<file path="src/sv/wss_pkg.sv">
package wss_pkg;

  localparam int CHAR_W          = 32;
  localparam int FUNC_W          = 2;
  localparam int STATUS_W        = 2;
  localparam int MAX_PATTERN_DEF = 16;

  localparam logic [FUNC_W-1:0] FUNC_START    = 2'd0;
  localparam logic [FUNC_W-1:0] FUNC_PAT_CHAR = 2'd1;
  localparam logic [FUNC_W-1:0] FUNC_TXT_CHAR = 2'd2;
  localparam logic [FUNC_W-1:0] FUNC_TXT_END  = 2'd3;

  localparam logic [STATUS_W-1:0] ST_MATCH    = 2'd0;
  localparam logic [STATUS_W-1:0] ST_NOMATCH  = 2'd1;
  localparam logic [STATUS_W-1:0] ST_OVERFLOW = 2'd2;

  localparam logic [CHAR_W-1:0] TERMINATOR = '0;

  typedef struct packed {
    logic              clear;
    logic              shift;
    logic [CHAR_W-1:0] ch;
  } cell_ctrl_t;

endpackage

</file>
<file path="src/sv/wide_substring_search.sv">
// Streaming search for the first occurrence of a wide-character pattern. Send a start
// request, then pattern characters (up to MAX_PATTERN), then text characters and an
// optional text end. Each cell of the chain holds one pattern character and a flag that
// says whether the text just seen ends with the pattern prefix up to that cell; every
// text character is broadcast to all cells and the flags step one cell along, so one
// request is taken per cycle. A result (match with start position, no match, or pattern
// overflow) is held in an output register; a new request is taken while that register
// is empty or being drained. At most one result per search.
module wide_substring_search #(
  parameter int MAX_PATTERN = wss_pkg::MAX_PATTERN_DEF
) (
  input  logic                           clk,
  input  logic                           rst_n,
  input  logic                           in_valid,
  output logic                           in_stall,
  input  logic [wss_pkg::FUNC_W-1:0]     in_func,
  input  logic [wss_pkg::CHAR_W-1:0]     in_char_value,
  output logic                           out_valid,
  input  logic                           out_stall,
  output logic [wss_pkg::STATUS_W-1:0]   out_status,
  output logic [wss_pkg::CHAR_W-1:0]     out_position
);

  localparam int LEN_W = $clog2(MAX_PATTERN + 1);

  logic [LEN_W-1:0]             plen_r, plen_nxt;
  logic [wss_pkg::CHAR_W-1:0]   count_r, count_nxt;
  logic                         reported_r, reported_nxt;
  logic                         out_valid_r, out_valid_nxt;
  logic [wss_pkg::STATUS_W-1:0] out_status_r, out_status_nxt;
  logic [wss_pkg::CHAR_W-1:0]   out_position_r, out_position_nxt;

  wss_pkg::cell_ctrl_t    ctrl;
  logic                   load_any;
  logic [MAX_PATTERN-1:0] cell_load;
  logic [MAX_PATTERN-1:0] flag_r;
  logic [MAX_PATTERN-1:0] flag_nxt;
  logic [MAX_PATTERN-1:0] hit;
  logic                   in_fire;
  logic                   drained;
  logic                   emit;
  logic                   ch_zero;

  assign in_stall = out_valid_r && out_stall;
  assign in_fire  = in_valid && !in_stall;
  assign drained  = out_valid_r && !out_stall;
  assign ch_zero  = (in_char_value == wss_pkg::TERMINATOR);

  for (genvar k = 0; k < MAX_PATTERN; k++) begin : g_cell
    assign cell_load[k] = load_any && (plen_r == LEN_W'(k));
    assign hit[k]       = flag_nxt[k] && (plen_r == LEN_W'(k + 1));

    wss_cell u_cell (
      .clk       (clk),
      .rst_n     (rst_n),
      .ctrl      (ctrl),
      .load      (cell_load[k]),
      .prev_flag ((k == 0) ? 1'b1 : flag_r[(k == 0) ? 0 : k - 1]),
      .flag_r    (flag_r[k]),
      .flag_nxt  (flag_nxt[k])
    );
  end

  always_comb begin
    ctrl.clear       = 1'b0;
    ctrl.shift       = 1'b0;
    ctrl.ch          = in_char_value;
    load_any         = 1'b0;
    plen_nxt         = plen_r;
    count_nxt        = count_r;
    reported_nxt     = reported_r;
    emit             = 1'b0;
    out_status_nxt   = out_status_r;
    out_position_nxt = out_position_r;

    if (in_fire) begin
      unique case (in_func)
        wss_pkg::FUNC_START: begin
          ctrl.clear   = 1'b1;
          plen_nxt     = '0;
          count_nxt    = '0;
          reported_nxt = 1'b0;
        end
        wss_pkg::FUNC_PAT_CHAR: begin
          if (!reported_r && count_r == '0 && !ch_zero) begin
            if (plen_r >= LEN_W'(MAX_PATTERN)) begin
              emit             = 1'b1;
              out_status_nxt   = wss_pkg::ST_OVERFLOW;
              out_position_nxt = '0;
            end else begin
              load_any = 1'b1;
              plen_nxt = plen_r + 1'b1;
            end
          end
        end
        wss_pkg::FUNC_TXT_CHAR: begin
          if (ch_zero) begin
            if (!reported_r) begin
              emit             = 1'b1;
              out_status_nxt   = (plen_r == '0) ? wss_pkg::ST_MATCH : wss_pkg::ST_NOMATCH;
              out_position_nxt = '0;
            end
          end else if (!reported_r) begin
            if (plen_r == '0) begin
              emit             = 1'b1;
              out_status_nxt   = wss_pkg::ST_MATCH;
              out_position_nxt = '0;
            end else begin
              ctrl.shift = 1'b1;
              if (count_r != '1) begin
                count_nxt = count_r + 1'b1;
              end
              if (|hit) begin
                emit             = 1'b1;
                out_status_nxt   = wss_pkg::ST_MATCH;
                out_position_nxt = count_nxt - wss_pkg::CHAR_W'(plen_r);
              end
            end
          end
        end
        wss_pkg::FUNC_TXT_END: begin
          if (!reported_r) begin
            emit             = 1'b1;
            out_status_nxt   = (plen_r == '0) ? wss_pkg::ST_MATCH : wss_pkg::ST_NOMATCH;
            out_position_nxt = '0;
          end
        end
        default: begin
        end
      endcase
    end

    if (emit) begin
      reported_nxt = 1'b1;
    end
    out_valid_nxt = emit || (out_valid_r && !drained);
  end

  always_ff @(posedge clk) begin
    if (!rst_n) begin
      plen_r      <= '0;
      count_r     <= '0;
      reported_r  <= 1'b0;
      out_valid_r <= 1'b0;
    end else begin
      plen_r      <= plen_nxt;
      count_r     <= count_nxt;
      reported_r  <= reported_nxt;
      out_valid_r <= out_valid_nxt;
    end
  end

  always_ff @(posedge clk) begin
    out_status_r   <= out_status_nxt;
    out_position_r <= out_position_nxt;
  end

  assign out_valid    = out_valid_r;
  assign out_status   = out_status_r;
  assign out_position = out_position_r;

endmodule

</file>
<file path="src/sv/wss_cell.sv">
module wss_cell (
  input  logic                clk,
  input  logic                rst_n,
  input  wss_pkg::cell_ctrl_t ctrl,
  input  logic                load,
  input  logic                prev_flag,
  output logic                flag_r,
  output logic                flag_nxt
);

  logic [wss_pkg::CHAR_W-1:0] pat_r;

  always_ff @(posedge clk) begin
    if (load) begin
      pat_r <= ctrl.ch;
    end
  end

  always_comb begin
    flag_nxt = flag_r;
    if (ctrl.clear) begin
      flag_nxt = 1'b0;
    end else if (ctrl.shift) begin
      flag_nxt = prev_flag && (ctrl.ch == pat_r);
    end
  end

  always_ff @(posedge clk) begin
    if (!rst_n) begin
      flag_r <= 1'b0;
    end else begin
      flag_r <= flag_nxt;
    end
  end

endmodule

</file>
<file path="config.mk">
export PLATFORM = sky130hd
export DESIGN_NAME = wide_substring_search
export DESIGN_NICKNAME = d
export VERILOG_FILES = /design/src/sv/wss_pkg.sv /design/src/sv/wide_substring_search.sv /design/src/sv/wss_cell.sv
export SDC_FILE = /design/constraint.sdc
export NUM_CORES = 1
export LEC_CHECK = 0
export BUFFER_PORTS_ARGS = -buffer_cell sky130_fd_sc_hd__buf_2
export CORE_MARGIN = 3
export CORE_UTILIZATION = 57
export CTS_BUF_LIST = sky130_fd_sc_hd__clkbuf_16
export DETAILED_ROUTE_END_ITERATION = 16
export GPL_TIMING_DRIVEN = 0
export MAX_ROUTING_LAYER = met4
export PLACE_DENSITY = 0.77
export SLEW_MARGIN = 5
export SYNTH_ARGS = -nofsm -noshare
export SYNTH_HDL_FRONTEND = slang
export SYNTH_HIERARCHICAL = 1
export SYNTH_SLANG_ARGS = --single-unit
</file>
<file path="constraint.sdc">
create_clock -name clk -period 5.9 [get_ports clk]
set_input_delay 0.59 -clock clk [delete_from_list [all_inputs] [get_ports clk]]
set_output_delay 0.59 -clock clk [all_outputs]
set_load 0.05 [all_outputs]
</file>
-- Word-level counts from Yosys, hierarchy flattened
Index checks and enable logic that the tools add are counted.
- bits in registers: 601
- add/sub/neg operators: 3
- order comparisons: 1
- equality and inequality tests: 44
- multiplexer cells: 84
- reductions and logical operators: 73
- operators by type and width (operator ; number):
    32-bit equality test ; 16
    32-bit 2-to-1 mux ; 16
    32-bit case mux with 3 select lines ; 1
    32-bit zero test ; 2
    32-bit case mux with 2 select lines ; 1
    1-bit logical AND ; 53
    1-bit 2-to-1 mux ; 53
    5-bit by 4-bit equality test with 1-bit output, second input constant ; 8
    32-bit by 1-bit adder with 32-bit output, second input constant ; 1
    32-bit inequality test, second input constant ; 1
    32-bit by 5-bit subtractor with 32-bit output ; 1
    5-bit by 3-bit equality test with 1-bit output, second input constant ; 4
    2-bit 2-to-1 mux ; 8
    16-bit OR reduction ; 1
    2-bit inequality test, second input constant ; 6
    5-bit by 2-bit equality test with 1-bit output, second input constant ; 2
    5-bit 2-to-1 mux ; 2
    5-bit case mux with 2 select lines ; 1
    2-bit nonzero test ; 4
    2-bit case mux with 3 select lines ; 1
    6-bit AND reduction ; 1
    5-bit by 1-bit adder with 5-bit output, second input constant ; 1
    5-bit by 1-bit equality test with 1-bit output, second input constant ; 1
    5-bit equality test, second input constant ; 1
    other kinds (14) ; 19

-- Logic depth before layout (Yosys ltp)
- depth in word-level cells: 18
- depth in mapped cells: 22

-- Hierarchy
The synthesis kept the hierarchy.
- by module, submodules not included (module ; instances ; cells each ; area each (µm²) ; seq. area each (µm²)):
    wss_cell ; 16 ; 83 ; 1370.1 ; 980.9
    wide_substring_search ; 1 ; 657 ; 5497.8 ; 1801.7

-- Worst setup path after synthesis
No wires, ideal clock.
- path type: input to register
- from: in in_func[0] in the netlist's numbering
- to: reg out_position_r (netlist bit out_position[0]), enable pin
- library setup time: 437 ps
- data arrival time: 5647 ps
- required time: 5463 ps
- setup slack: -184 ps
- stages on the path: 19
- path through: clkbuf_1 -> inv_1 -> o21ai_0 -> nor2_1 -> nand2_1 -> inv_1 -> clkbuf_1 -> o2111ai_1 -> nor4_1 -> a41oi_1 -> nor2_1 -> a22oi_1 -> a31oi_1 -> a221oi_1 -> nor2_1 -> a211oi_1 -> nor2_1 -> o21ai_0 -> a21oi_1
- RTL lines (element ; RTL line ; RTL):
    from (decl) ; wide_substring_search.sv:16 ; input logic [wss_pkg::FUNC_W-1:0] in_func,
    to (signal assigned) ; wide_substring_search.sv:155 ; out_position_r <= out_position_nxt;
    to (decl) ; wide_substring_search.sv:31 ; logic [wss_pkg::CHAR_W-1:0] out_position_r, out_position_nxt;

==> run_results.csv <==
group,metric,value,unit
run_status,run_status,"complete, no violations",
route,vias_per_cell,6.028,
place,io_buffers,71,
power,comb_power_share,5.5,%
route,wirelength,63680,um
run,cap_viol_max_count,0,
power,swShare,21.69,%
power,total_power,8902,uW
route,detail_route.first_pass.iterations,6,
floorplan,pin_count,74,
final_layout,nets,2180,
synthesis,synth_fp_nets,2038,
critical_path,cp.arrival,6120,ps
synthesis,synth_cell_types,83,
global_route,grt_pass1_vias,16920,
power,powerDensity,289.6,nW/um^2
timing,max_freq,0.1799,GHz
critical_path,path_max_fanout,32,
critical_path,cpPeakStageDelay,550,ps
clock_network,cts.path.max_buffers,3,
timing,final_max_slew_viol_count,0,
clock_network,cts_buffers,59,
global_route,grt_pass1_wl,97860,um
global_route,grt_max_degree,50,
critical_path,cpMostUsedCell,"nand2_1",
power,ir_drop,0.2737,mV
clock_network,clock_latency,630,ps
final_layout,area_growth,12.12,%
global_route,grt_util_all_layers,25.95,%
synthesis,synthFlopType,"edfxtp_1",
synthesis,synthTopCellsByArea,"edfxtp_1 (60%), xnor2_1 (14%), dfxtp_1 (4.0%)",
critical_path,cp-end-kind,"flip-flop",
synthesis,yosysMostFrequentCell,"edfxtp_1",
route,drt_iter0_drc,1709,
synthesis,yosysTopAreaCellShare,59.80,%
clock_network,cts_hold_buf,0,
power,switchingPower,1931,uW
synthesis,synthesis.area,27420,um^2
synthesis,yosysSeqAreaShare,63.81,%
floorplan,rows,79,
global_route,grt_overflow,0,
clock_network,cts_sinks,601,
min_path,hp-class,"primary input to flip-flop",
timing,hold_slack,357.0,ps
place,dp_hpwl,39320,um
route,via_count,16800,
timing,relSlewSlack,36.49,%
synthesis,synth_top_area_cell,"edfxtp_1",
timing,setup_viol,0,
synthesis,synth_cells,1985,
route,ant_nets,0,
timing,finalCritPeriodShare,94.22,%
synthesis,synth_edf_count,546,
route,post_drt_wl_per_cell,22.85,um
critical_path,crit_chain,"inv_1 -> ha_1 -> clkbuf_1 -> nand2_1 -> nand2_1 -> nor2_4 -> nand2_1 -> inv_1 -> clkbuf_2 -> buf_12 -> o2111ai_1 -> nor4_1 -> a41oi_1 -> nor2_1 -> a222oi_1 -> o21ai_0 -> a221oi_1 -> nor2_1 -> a211oi_1 -> nor2b_1 -> o32a_1 -> a2111oi_1 -> a21o_1",
critical_path,crit_path_start_kind,"flip-flop",
power,clockPowerShare,42.0,%
clock_network,post_cts_buffers,0,
critical_path,critPathKind,"flip-flop to flip-flop",
floorplan,floorplan.initialDensity,58.28,%
route,wl_met1,26570,um
route,drcViolationCount,0,
critical_path,rrSetupSlack,340,ps
power,power_frac_seq,52.5,%
synthesis,synth_commonest_cells,"edfxtp_1 (546), xnor2_1 (425), nor2_1 (114), nand4_1 (104), xor2_1 (98)",
synthesis,async_reset_ff_share,0,%
place,post-place-cells,2673,
final_layout,n_fill_cell,3354,
timing,layout_setup_ws,340.8,ps
timing,rsz0062_at_grt,"false",
clock_network,cts_root_buf,"clkbuf_16",
timing,skew,31.09,ps
clock_network,cts_resized,19,
place,place_congestion,0.9067,
global_route,antenna_found_initial,3,
timing,tightest_slew,940.8,ps
synthesis,yosys_warnings,6,
clock_network,cts_tree,"done",
final_layout,drive_above_1_share,11.71,%
clock_network,htree_levels,2,
floorplan,coreArea,47050,um^2
power,p_leak,0.009878,uW
floorplan,die_x,225.3,um
synthesis,syn_area_per_cell,13.81,um^2
timing,finalHoldViolCount,0,
critical_path,slowest_stage,"a2111oi_1",
route,wl_met3,4149,um
final_layout,fin_util,65.34,%
clock_network,path_clk_slew,60,ps
floorplan,dieHeight,225.3,um
critical_path,cp_data_required_time,6460,ps
place,pre_cts_ws,-1099,ps
final_layout,layout.cells.non_filler,2787,
floorplan,die_area,50770,um^2
timing,period_needed,5559,ps
route,highest_layer,"met4",
route,met2_length,30960,um
power,p_int,6971,uW
synthesis,ys_ff_latch,601,
## per-layer routing
metal	GRT usage (%)	vias to the layer above
li1	-	7677
met1	33.88	8364
met2	41.98	648
met3	3.621	110
met4	9.451	0
met5	-	-
## metrics by stage
step	setup TNS (ps)	cell area [um^2]
floorplan	0	27420
global placement	-187790	28540
detailed placement	-30810	28690
CTS	0	30690
global route	0	30740
finish	0	30740
## flip-flops by register name, indices dropped and copies added (netlist names)
signal,cells
out_valid,1
g_cell.u_cell/pat_r,512
out_status,2
out_position,32
g_cell.u_cell/flag_r,16
count_r,32
reported_r,1
plen_r,5
## worst max-delay path: cells and delay by family, from the launching register on
family	cells	cell delay, ps
adder cells (fa/ha/maj)	1	210
AO/OA/AOI/OAI	9	1960
flip-flops	1	470
AND/OR/NAND/NOR	8	1850
buffers and inverters	5	990
## final cells by class
type | instances | area, um^2 | area share [%]
Antenna cell | 3 | 7.507 | 0.02442
Buffer | 51 | 306.5 | 0.9972
Clock buffer | 60 | 1501 | 4.884
Clock inverter | 51 | 449.2 | 1.461
Inverter | 66 | 247.7 | 0.8059
Multi-Input combinational cell | 1267 | 9418 | 30.64
Sequential cell | 601 | 17500 | 56.92
Tap cell | 607 | 759.5 | 2.471
Timing Repair Buffer | 81 | 554.3 | 1.803
## power by group through the flow
stage / sequential [uW] / combinational, uW / clock [uW]
after detailed placement: 4770 / 487 / 0
after global placement: 4770 / 457 / 0
after global routing: 4670 / 529 / 3960
final: 4670 / 491 / 3740
after floorplan: 4800 / 214 / 0
after CTS: 4670 / 492 / 3800
## worst paths after layout
| check | from | endpoint | cells past startpoint |
|---|---|---|---|
| setup / recovery | plen_r[0] | out_valid | 23 |
| hold / removal | out_stall | out_valid | 4 |
| setup reg to reg | plen_r[0] | out_valid | 23 |
| hold reg to reg | plen_r[1] | plen_r[1] | 2 |
## cell usage in the layout (no fill, tap or decap), types with 16 or more instances in the layout
master,instances
nor4_1,35
edfxtp_1,546
o21ai_0,34
dfxtp_1,55
clkinv_1,16
nand4_1,104
nand2_1,54
nor2b_1,18
buf_2,48
nor3_1,32
a41oi_1,16
nor2_1,113
clkbuf_1,24
nor3b_2,16
nand3_1,47
buf_4,26
o2111ai_1,19
xor2_1,98
xnor2_1,425
and4bb_1,16
clkbuf_16,60
inv_1,76
o22ai_1,17
a21oi_1,36
a222oi_1,18
## kinds of logic (layout without fill, tap and decap cells)
kind of cell,count (synthesis),in the layout,synth area share (%)
compound gates,209,209,5.462
fa+ha+maj,15,15,0.7119
mux,2,2,0.07302
other cells,1,4,0.01368
simple gates,515,515,11.08
xor+xnor,525,525,16.82
buf+inv,117,309,2.017
flops,601,601,63.81
Power figures use the tool's default switching activity.
